===== config.mk =====
export PLATFORM = sky130hd
export DESIGN_NAME = realtime_byte_filter_uart_tx
export DESIGN_NICKNAME = d
export VERILOG_FILES = /design/src/hw/rtl/rbftx_pkg.sv /design/src/hw/rtl/rbftx_fifo.sv /design/src/hw/rtl/realtime_byte_filter_uart_tx.sv
export SDC_FILE = /design/constraint.sdc
export NUM_CORES = 1
export LEC_CHECK = 0
export BUFFER_PORTS_ARGS = -buffer_cell sky130_fd_sc_hd__buf_2
export CAP_MARGIN = 15
export CORE_MARGIN = 2
export CORE_UTILIZATION = 40
export CTS_CLUSTER_SIZE = 20
export DETAILED_ROUTE_END_ITERATION = 6
export PLACE_DENSITY = 0.66
export SLEW_MARGIN = 25
export SYNTH_ARGS = -nofsm -noshare
export SYNTH_HDL_FRONTEND = slang
export SYNTH_SLANG_ARGS = --single-unit

===== constraint.sdc =====
create_clock -name clk -period 4.1 [get_ports clk]
set_clock_uncertainty 0.1 [all_clocks]
set_input_delay 0.205 -clock clk [delete_from_list [all_inputs] [get_ports clk]]
set_output_delay 0.205 -clock clk [all_outputs]
set_load 0.01 [all_outputs]

===== src/hw/rtl/rbftx_pkg.sv =====
// Shared constants, types and helper functions for the byte filter and UART transmitter.
// This package has no dependencies. rbftx_fifo, the top level and the testbench use it.
`default_nettype none

package rbftx_pkg;

	// Receive queue geometry.
	localparam int FIFO_DEPTH = 64;
	localparam int FIFO_AW    = (FIFO_DEPTH > 1) ? $clog2(FIFO_DEPTH) : 1;
	localparam int FIFO_CW    = $clog2(FIFO_DEPTH + 1);

	// Reset value of the indicator on-time register.
	localparam logic [7:0] LED_TICKS_RST = 8'd32;

	// Bytes that are dropped instead of sent, compared after the bit reversal.
	localparam logic [7:0] BLK_BYTE_A = 8'hFA;
	localparam logic [7:0] BLK_BYTE_B = 8'hFB;
	localparam logic [7:0] BLK_BYTE_C = 8'hFC;

	// Queue status seen by the control logic.
	typedef struct packed {
		logic full;
		logic nonempty;
	} fifo_stat_t;

	// Reverses the bit order of a byte with three swap stages.
	function automatic logic [7:0] mirror8(input logic [7:0] v);
		logic [7:0] x;
		x = ((v >> 1) & 8'h55) | ((v << 1) & 8'hAA);
		x = ((x >> 2) & 8'h33) | ((x << 2) & 8'hCC);
		x = ((x >> 4) & 8'h0F) | ((x << 4) & 8'hF0);
		return x;
	endfunction

	function automatic logic is_blocked(input logic [7:0] b);
		return (b == BLK_BYTE_A) || (b == BLK_BYTE_B) || (b == BLK_BYTE_C);
	endfunction

endpackage

`default_nettype wire


===== src/hw/rtl/rbftx_fifo.sv =====
// Receive byte queue. It holds a memory with a registered read that always presents the oldest byte.
// It depends on rbftx_pkg for the depth, the widths and the status struct.
`default_nettype none

module rbftx_fifo (
	input  wire logic                   clk,
	input  wire logic                   arst_n,
	input  wire logic                   push,
	input  wire logic [7:0]             push_data,
	input  wire logic                   pop,
	output logic [7:0]                  front_data,
	output rbftx_pkg::fifo_stat_t       stat
);

	logic [7:0]                      mem [rbftx_pkg::FIFO_DEPTH];
	logic [rbftx_pkg::FIFO_AW-1:0]   wr_ptr_q;
	logic [rbftx_pkg::FIFO_AW-1:0]   rd_ptr_q;
	logic [rbftx_pkg::FIFO_AW-1:0]   rd_ptr_d;
	logic [rbftx_pkg::FIFO_CW-1:0]   count_q;
	logic [7:0]                      rdata_q;

	function automatic logic [rbftx_pkg::FIFO_AW-1:0] ptr_next(
		input logic [rbftx_pkg::FIFO_AW-1:0] p);
		return (p == rbftx_pkg::FIFO_AW'(rbftx_pkg::FIFO_DEPTH - 1)) ?
			'0 : p + 1'b1;
	endfunction

	assign rd_ptr_d = pop ? ptr_next(rd_ptr_q) : rd_ptr_q;

	always_ff @(posedge clk or negedge arst_n) begin
		if (!arst_n) begin
			wr_ptr_q <= '0;
			rd_ptr_q <= '0;
			count_q  <= '0;
		end else begin
			rd_ptr_q <= rd_ptr_d;
			if (push) begin
				wr_ptr_q <= ptr_next(wr_ptr_q);
				count_q  <= count_q + 1'b1;
			end else if (pop) begin
				count_q  <= count_q - 1'b1;
			end
		end
	end

	// The read register follows the next read pointer, so it always mirrors the
	// entry at the current read pointer. A write to that same entry is forwarded.
	always_ff @(posedge clk) begin
		if (push) begin
			mem[wr_ptr_q] <= push_data;
		end
		if (push && (wr_ptr_q == rd_ptr_d)) begin
			rdata_q <= push_data;
		end else begin
			rdata_q <= mem[rd_ptr_d];
		end
	end

	assign front_data    = rdata_q;
	assign stat.full     = (count_q == rbftx_pkg::FIFO_CW'(rbftx_pkg::FIFO_DEPTH));
	assign stat.nonempty = (count_q != '0);

endmodule

`default_nettype wire


===== src/hw/rtl/realtime_byte_filter_uart_tx.sv =====
// Top level of the byte filter with 8N1 transmitter: stream ports, control and indicators.
// It depends on rbftx_pkg and instantiates rbftx_fifo for the receive queue.
//
// Channel  | Direction | Signals                         | Contents
// ---------+-----------+---------------------------------+-----------------------------------
// s_       | in        | s_tvalid s_tready s_tdata s_tuser | tdata: rx_byte; tuser: opcode
// m_       | out       | m_tvalid m_tready m_tdata        | tdata: line, send, block, ovf, busy
// cfg_     | in        | cfg_valid cfg_ready cfg_data     | led_pulse_ticks
//
// An accepted item is held in the input register. It is then worked on in a single pass
// and lands in the result register once that register is free or being emptied, and its
// result is presented from the result register.
// A new item can enter on every cycle. The throughput is one item per clock, and only the
// readiness of the result sink slows it down.
// Reset is asynchronous and active low. It empties the queue, idles the line high and
// clears both indicators. The on-time register returns to 32 ticks.
// When the result register is full and not being taken, the input register holds its
// item and s_tready drops in the same cycle.
`default_nettype none

module realtime_byte_filter_uart_tx (
	input  wire logic       clk,
	input  wire logic       arst_n,
	// Input items.
	input  wire logic       s_tvalid,
	output logic            s_tready,
	input  wire logic [7:0] s_tdata,   // [7:0] rx_byte
	input  wire logic       s_tuser,   // [0] opcode: 0 byte arrives, 1 bit tick
	// Result items.
	output logic            m_tvalid,
	input  wire logic       m_tready,
	output logic [7:0]      m_tdata,   // [0] tx_line [1] send_indicator [2] block_indicator
	                                   // [3] fifo_overflow [4] tx_busy [7:5] zero
	// Configuration write.
	input  wire logic       cfg_valid,
	output logic            cfg_ready,
	input  wire logic [7:0] cfg_data   // led_pulse_ticks
);

	// Transmit phase codes: the value names the bit that the next tick drives.
	localparam logic [3:0] PH_IDLE  = 4'd0;
	localparam logic [3:0] PH_START = 4'd1;
	localparam logic [3:0] PH_DATA0 = 4'd2;
	localparam logic [3:0] PH_STOP  = 4'd10;

	// Input register.
	logic                  s1_v_s1;
	logic                  op_s1;
	logic [7:0]            byte_s1;
	logic                  advance;

	// Block state.
	logic [7:0]            led_ticks_q;
	logic [7:0]            shift_q,     shift_d;
	logic [3:0]            phase_q,     phase_d;
	logic                  line_q,      line_d;
	logic [7:0]            send_cnt_q,  send_cnt_d;
	logic [7:0]            block_cnt_q, block_cnt_d;
	logic                  send_lvl_q,  send_lvl_d;
	logic                  block_lvl_q, block_lvl_d;
	logic                  frame_q,     frame_d;
	logic                  ovf;

	// Result register.
	logic                  m_v_q;
	logic [7:0]            m_data_q;

	// Queue interface.
	logic                  fifo_push;
	logic                  fifo_pop;
	logic [7:0]            fifo_front;
	rbftx_pkg::fifo_stat_t fifo_stat;

	logic [7:0]            popped;
	logic [2:0]            bit_idx;

	// The input register moves on whenever the result register is free or being emptied.
	assign advance   = s1_v_s1 && (!m_v_q || m_tready);
	assign s_tready  = !s1_v_s1 || advance;
	assign cfg_ready = 1'b1;

	always_ff @(posedge clk or negedge arst_n) begin
		if (!arst_n) begin
			s1_v_s1 <= 1'b0;
		end else if (s_tready) begin
			s1_v_s1 <= s_tvalid;
		end
	end

	always_ff @(posedge clk) begin
		if (s_tvalid && s_tready) begin
			op_s1   <= s_tuser;
			byte_s1 <= s_tdata;
		end
	end

	rbftx_fifo u_fifo (
		.clk        (clk),
		.arst_n     (arst_n),
		.push       (fifo_push),
		.push_data  (byte_s1),
		.pop        (fifo_pop),
		.front_data (fifo_front),
		.stat       (fifo_stat)
	);

	assign popped  = rbftx_pkg::mirror8(fifo_front);
	assign bit_idx = 3'(phase_q - PH_DATA0);

	// Single-pass step. A byte arrival only touches the queue, or flags an overflow when full.
	// A tick ages the indicators, then may pop one byte, and drives one frame bit unless filtered.
	always_comb begin
		fifo_push   = 1'b0;
		fifo_pop    = 1'b0;
		ovf         = 1'b0;
		shift_d     = shift_q;
		phase_d     = phase_q;
		line_d      = line_q;
		send_cnt_d  = send_cnt_q;
		block_cnt_d = block_cnt_q;
		send_lvl_d  = send_lvl_q;
		block_lvl_d = block_lvl_q;
		frame_d     = frame_q;
		if (advance) begin
			if (!op_s1) begin
				if (fifo_stat.full) begin
					ovf = 1'b1;
				end else begin
					fifo_push = 1'b1;
				end
			end else begin
				send_lvl_d  = (send_cnt_q != '0);
				send_cnt_d  = send_cnt_q - {7'd0, send_lvl_d};
				block_lvl_d = (block_cnt_q != '0);
				block_cnt_d = block_cnt_q - {7'd0, block_lvl_d};
				if ((phase_q == PH_IDLE || phase_q > PH_STOP) && fifo_stat.nonempty) begin
					fifo_pop = 1'b1;
					shift_d  = popped;
					if (rbftx_pkg::is_blocked(popped)) begin
						// A filtered byte is discarded. The line stays idle and no frame starts.
						block_cnt_d = led_ticks_q;
						frame_d     = 1'b0;
						phase_d     = PH_IDLE;
					end else begin
						send_cnt_d = led_ticks_q;
						line_d     = 1'b0;
						phase_d    = PH_DATA0;
						frame_d    = 1'b1;
					end
				end else if (phase_q == PH_IDLE || phase_q > PH_STOP) begin
					line_d  = 1'b1;
					phase_d = PH_IDLE;
					frame_d = 1'b0;
				end else if (phase_q == PH_STOP) begin
					line_d  = 1'b1;
					phase_d = PH_IDLE;
					frame_d = 1'b1;
				end else if (phase_q == PH_START) begin
					line_d  = 1'b0;
					phase_d = PH_DATA0;
					frame_d = 1'b1;
				end else begin
					line_d  = shift_q[bit_idx];
					phase_d = phase_q + 1'b1;
					frame_d = 1'b1;
				end
			end
		end
	end

	always_ff @(posedge clk or negedge arst_n) begin
		if (!arst_n) begin
			led_ticks_q <= rbftx_pkg::LED_TICKS_RST;
			shift_q     <= '0;
			phase_q     <= PH_IDLE;
			line_q      <= 1'b1;
			send_cnt_q  <= '0;
			block_cnt_q <= '0;
			send_lvl_q  <= 1'b0;
			block_lvl_q <= 1'b0;
			frame_q     <= 1'b0;
			m_v_q       <= 1'b0;
		end else begin
			if (cfg_valid && cfg_ready) begin
				led_ticks_q <= cfg_data;
			end
			shift_q     <= shift_d;
			phase_q     <= phase_d;
			line_q      <= line_d;
			send_cnt_q  <= send_cnt_d;
			block_cnt_q <= block_cnt_d;
			send_lvl_q  <= send_lvl_d;
			block_lvl_q <= block_lvl_d;
			frame_q     <= frame_d;
			if (advance) begin
				m_v_q <= 1'b1;
			end else if (m_tready) begin
				m_v_q <= 1'b0;
			end
		end
	end

	always_ff @(posedge clk) begin
		if (advance) begin
			m_data_q <= {3'd0, frame_d, ovf, block_lvl_d, send_lvl_d, line_d};
		end
	end

	assign m_tvalid = m_v_q;
	assign m_tdata  = m_data_q;

	// A pop is only issued when the queue holds a byte, and a push only when it has room.
	a_pop_nonempty: assert property (@(posedge clk) disable iff (!arst_n)
		fifo_pop |-> fifo_stat.nonempty)
		else $error("queue popped while empty");

	a_push_room: assert property (@(posedge clk) disable iff (!arst_n)
		fifo_push |-> !fifo_stat.full)
		else $error("queue pushed while full");

	// The transmitter never reaches a phase code beyond the stop bit.
	a_phase_range: assert property (@(posedge clk) disable iff (!arst_n)
		phase_q <= PH_STOP)
		else $error("transmit phase out of range");

	// A low line level is only ever reported inside a frame.
	a_low_in_frame: assert property (@(posedge clk) disable iff (!arst_n)
		(m_v_q && !m_data_q[0]) |-> m_data_q[4])
		else $error("line low outside a frame");

endmodule

`default_nettype wire


==> flow_summary.html <==
<table>
<tr><th>Metric</th><th>Value</th></tr>
<tr><th colspan="2">GRT</th></tr>
<tr><td>Global route overflow</td><td>0</td></tr>
<tr><td>Via count of the first global-routing pass</td><td>13.5k</td></tr>
<tr><td>Global-route usage over all layers</td><td>0.185</td></tr>
<tr><td>Initial antenna violation count</td><td>0</td></tr>
<tr><td>First-pass GRT wire length</td><td>a little under 90 mm</td></tr>
<tr><td>Pin count of the biggest net entering global routing</td><td>65</td></tr>
<tr><th colspan="2">Yosys</th></tr>
<tr><td>Synthesized area per cell</td><td>between 15 and 20 um2</td></tr>
<tr><td>Proportion of synthesized flip-flops having asynchronous set or reset</td><td>0.103</td></tr>
<tr><td>Top FF cell, synth</td><td>sky130_fd_sc_hd__edfxtp_1</td></tr>
<tr><td>Post-synth design cell area</td><td>0.0242 mm2</td></tr>
<tr><td>Number of synthesis warnings</td><td>0</td></tr>
<tr><td>Number of flip-flops and latches in the synthesized netlist</td><td>593</td></tr>
<tr><td>Number of enable-type register cells in the synthesized netlist</td><td>around 530</td></tr>
<tr><td>Proportion of synthesized chip area in sequential cells</td><td>0.722</td></tr>
<tr><td>Mapped Cells</td><td>around 1.4k</td></tr>
<tr><td>Count of unique library cells instantiated by Yosys</td><td>approximately 80</td></tr>
<tr><th colspan="2">Detailed routing</th></tr>
<tr><td>Routed length on met2</td><td>between 20 and 30 mm</td></tr>
<tr><td>Routed wire per std cell</td><td>24.4 um</td></tr>
<tr><td>Total wirelength of the detailed-routed design</td><td>approximately 58 mm</td></tr>
<tr><td>Routed Antenna Nets</td><td>0</td></tr>
<tr><td>Sum of routed wire segments on met1</td><td>between 20 and 25 mm</td></tr>
<tr><td>Violation count after the first detailed-routing iteration</td><td>1497</td></tr>
<tr><td>Uppermost routed layer</td><td>met4</td></tr>
<tr><td>Detailed-router iteration count before antenna repair</td><td>6</td></tr>
<tr><td>Number of remaining DRC errors</td><td>0</td></tr>
<tr><td>Avg Vias per Cell</td><td>5.67</td></tr>
<tr><td>Number of vias after detailed routing</td><td>between 10k and 15k</td></tr>
<tr><td>Routed length on met3</td><td>~4.7 mm</td></tr>
<tr><th colspan="2">Layout</th></tr>
<tr><td>Most common cell after layout, fill and taps aside</td><td>sky130_fd_sc_hd__edfxtp_1</td></tr>
<tr><td>Diode insertion count for antenna repair</td><td>0</td></tr>
<tr><td>Share of final-layout standard cells stronger than drive strength 1</td><td>0.240</td></tr>
<tr><td>Net count of the finished layout</td><td>1574</td></tr>
<tr><td>Synthesis-to-layout area growth</td><td>15.5%</td></tr>
<tr><td>Layout filler cell count</td><td>about 5.0k</td></tr>
<tr><td>Finished Core Util</td><td>0.465</td></tr>
<tr><td>Final cell area excluding filler cells</td><td>0.0279 mm2</td></tr>
<tr><td>Most used cells in the layout excluding fill and tap cells</td><td>sky130_fd_sc_hd__edfxtp_1, sky130_fd_sc_hd__buf_4, sky130_fd_sc_hd__nand2_1</td></tr>
<tr><th colspan="2">STA</th></tr>
<tr><td>Worst slew slack as a fraction of its limit</td><td>0.353</td></tr>
<tr><td>Number of endpoints with negative hold slack in the final report</td><td>0</td></tr>
<tr><td>Fin crit period</td><td>3890 ps</td></tr>
<tr><td>RSZ-0062 raised after global routing</td><td>no</td></tr>
<tr><td>Setup violators final</td><td>0</td></tr>
<tr><td>Final period utilization</td><td>0.949</td></tr>
<tr><td>Highest Clock Rate</td><td>around 0.26 GHz</td></tr>
<tr><td>Slew of the pin with the lowest slew margin</td><td>969 ps</td></tr>
<tr><td>Setup Total Neg Slack</td><td>0 ps</td></tr>
<tr><td>Hold slack final</td><td>223 ps</td></tr>
<tr><td>Number of pins with negative max-slew slack in the final report</td><td>0</td></tr>
<tr><th colspan="2">Setup path</th></tr>
<tr><td>Startpoint type of the worst setup path</td><td>register</td></tr>
<tr><td>Setup crit end kind</td><td>register</td></tr>
<tr><td>Crit Path Category</td><td>reg -&gt; reg</td></tr>
<tr><td>Cell mode on critical path</td><td>sky130_fd_sc_hd__buf_4</td></tr>
<tr><td>R2R depth</td><td>13</td></tr>
<tr><td>Slowest cell on the critical path</td><td>sky130_fd_sc_hd__a2111oi_0</td></tr>
<tr><td>Top fanout value on the critical path</td><td>18</td></tr>
<tr><td>Cell-by-cell trace of the critical path</td><td>buf_4 -&gt; nand2_1 -&gt; a2111oi_0 -&gt; a2111oi_0 -&gt; buf_4 -&gt; nor4_1 -&gt; buf_4 -&gt; nor3_1 -&gt; nand4_2 -&gt; nor3_4 -&gt; buf_4 -&gt; buf_4 -&gt; a221o_1</td></tr>
<tr><td>Worst Path Arrival</td><td>about 4300 ps</td></tr>
<tr><td>Worst path max stage delay</td><td>780 ps</td></tr>
<tr><td>Data required, critical path</td><td>4490 ps</td></tr>
<tr><th colspan="2">Clock network</th></tr>
<tr><td>Cell at the root of the clock tree</td><td>sky130_fd_sc_hd__clkbuf_16</td></tr>
<tr><td>Sink count of the clock tree</td><td>slightly below 600</td></tr>
<tr><td>Clock-pin slew on the worst setup and hold paths</td><td>roughly 60 ps</td></tr>
<tr><td>Post-CTS resize count</td><td>0</td></tr>
<tr><td>CTS HTree Levels</td><td>2</td></tr>
<tr><td>CTS tree</td><td>done</td></tr>
<tr><td>CTS buffer count</td><td>57</td></tr>
<tr><td>Longest Clk Path Bufs</td><td>3</td></tr>
<tr><td>Clock network latency to the later pin of the worst-skew pair</td><td>approximately 620 ps</td></tr>
<tr><th colspan="2">Place</th></tr>
<tr><td>IO Port Bufs</td><td>28</td></tr>
<tr><td>Sum of net half-perimeters after detailed placement</td><td>~37 mm</td></tr>
<tr><td>Placed cell areas</td><td>between 0.02 and 0.03 mm2</td></tr>
<tr><td>Global placement routability congestion</td><td>~0.86</td></tr>
<tr><th colspan="2">Floorplanning</th></tr>
<tr><td>Std cell rows</td><td>90</td></tr>
<tr><td>Chip Width</td><td>approximately 250 um</td></tr>
<tr><td>Die Span Y</td><td>roughly 250 um</td></tr>
<tr><td>Standard cell core area</td><td>around 0.06 mm2</td></tr>
<tr><td>Overall die area</td><td>slightly above 0.06 mm2</td></tr>
<tr><td>Initial Utilization</td><td>0.402</td></tr>
<tr><td>Number of top-level design ports</td><td>33</td></tr>
<tr><th colspan="2">Pwr</th></tr>
<tr><td>Total power</td><td>around 0.017 W</td></tr>
<tr><td>Cell leakage power</td><td>9.33 nW</td></tr>
<tr><td>Total power density per cell area</td><td>about 600 mW/mm2</td></tr>
<tr><td>IR Drop Worst-Case VDD</td><td>between 0.3 and 0.4 mV</td></tr>
<tr><th colspan="2">Min path</th></tr>
<tr><td>Depth of the worst hold-timing path</td><td>2</td></tr>
<tr><td>Class of the tightest hold or removal check</td><td>in -&gt; reg</td></tr>
<tr><th colspan="2">Flow run</th></tr>
<tr><td>Max capacitance violation total</td><td>0</td></tr>
<tr><th colspan="2">Outcome</th></tr>
<tr><td>Run status</td><td>completed</td></tr>
</table>
==> power breakdown <==
| group | internal, W | switching, W |
|---|---|---|
| Combinational | 0.00193 | 0.00238 |
| Clock | 0.00288 | 0.00220 |
| Sequential | 0.00689 | 0.000402 |
==> cells by family after synthesis <==
logic type	synth area share
compound gates	0.0500
xor+xnor	0.00399
fa+ha+maj	0.00912
buf+inv	0.0252
flops	0.722
mux	0.134
other cells	0.000311
simple gates	0.0552
==> timing repair <==
item / in CTS / in global routing
hold buffers: 31 / 0
setup endpoints to repair: 0 / 1
setup buffers: 0 / 0
hold endpoints to repair: 41 / 0
==> per-stage QoR <==
stage	setup WS, ps	instances
2_1_floorplan	1140	1371
3_3_place_gp	239	2224
3_5_place_dp	207	2225
4_1_cts	194	2356
5_1_grt	2.86	2358
6_report	209	2358
==> area by class of cell <==
cell class	instances	area, um2	share of cell area
Clock buffer	73	1540	0.0551
Clock inverter	27	243	0.00870
Inverter	23	86.3	0.00309
Multi-Input combinational cell	675	6110	0.219
Sequential cell	593	17500	0.626
Tap cell	782	978	0.0351
Timing Repair Buffer	185	1490	0.0535
==> path summary, 6_finish.rpt <==
| check | end | from | slack (ps) |
|---|---|---|---|
| max | block_cnt_q[6] | register | 210 |
| min | byte_s1[2] | s_tdata[2] | 220 |
| max reg2reg | block_cnt_q[6] | register | 210 |
| min reg2reg | shift_q[7] | shift_q[7] | 380 |
| max in group asynchronous | send_cnt_q[0] | arst_n | 2370 |
| min in group asynchronous | block_cnt_q[5] | arst_n | 570 |
==> layer usage <==
metal,GRT usage,vias to the layer above
li1,-,5731
met1,0.265,6903
met2,0.287,628
met3,0.0322,99
met4,0.0597,0
met5,0,-
==> synth_stat cells, types with 7 or more instances <==
| master | number | share of area |
|---|---|---|
| sky130_fd_sc_hd__a21oi_1 | 17 | 0.0035 |
| sky130_fd_sc_hd__a221o_1 | 7 | 0.0029 |
| sky130_fd_sc_hd__a22oi_1 | 30 | 0.0093 |
| sky130_fd_sc_hd__a31oi_1 | 12 | 0.0031 |
| sky130_fd_sc_hd__and2_1 | 10 | 0.0026 |
| sky130_fd_sc_hd__buf_2 | 10 | 0.0021 |
| sky130_fd_sc_hd__buf_4 | 18 | 0.0056 |
| sky130_fd_sc_hd__buf_6 | 13 | 0.0061 |
| sky130_fd_sc_hd__clkbuf_1 | 31 | 0.0048 |
| sky130_fd_sc_hd__dfrtp_1 | 59 | 0.061 |
| sky130_fd_sc_hd__edfxtp_1 | 526 | 0.65 |
| sky130_fd_sc_hd__ha_1 | 16 | 0.0083 |
| sky130_fd_sc_hd__inv_1 | 20 | 0.0031 |
| sky130_fd_sc_hd__mux2_2 | 22 | 0.010 |
| sky130_fd_sc_hd__mux2i_1 | 56 | 0.023 |
| sky130_fd_sc_hd__mux4_2 | 101 | 0.094 |
| sky130_fd_sc_hd__nand2_1 | 103 | 0.016 |
| sky130_fd_sc_hd__nand2b_1 | 7 | 0.0018 |
| sky130_fd_sc_hd__nand3_1 | 21 | 0.0044 |
| sky130_fd_sc_hd__nand3b_1 | 7 | 0.0022 |
| sky130_fd_sc_hd__nand4_1 | 8 | 0.0021 |
| sky130_fd_sc_hd__nor2_1 | 99 | 0.015 |
| sky130_fd_sc_hd__nor2b_1 | 11 | 0.0028 |
| sky130_fd_sc_hd__o21ai_0 | 23 | 0.0048 |
| sky130_fd_sc_hd__o31ai_1 | 8 | 0.0025 |
| sky130_fd_sc_hd__or3_1 | 9 | 0.0023 |
| sky130_fd_sc_hd__xnor2_1 | 8 | 0.0029 |
==> sequential cells by signal, indices dropped and copies added, names as in the netlist, 4 cells and up, named ones only <==
register and count:
u_fifo.count_q 7, byte_s1 8, u_fifo.rd_ptr_q 6, block_cnt_q 8, phase_q 4, m_tdata 5, led_ticks_q 8, shift_q 8
u_fifo.mem 512, send_cnt_q 8, u_fifo.wr_ptr_q 6
==> worst max-delay path: cells and delay by family (launching register included) <==
| kind | cells | cell delay [ps] |
|---|---|---|
| flip-flops | 1 | 650 |
| buffers and inverters | 5 | 1030 |
| AND/OR/NAND/NOR | 5 | 680 |
| AO/OA/AOI/OAI | 3 | 1290 |
Power figures use the tool's default switching activity.
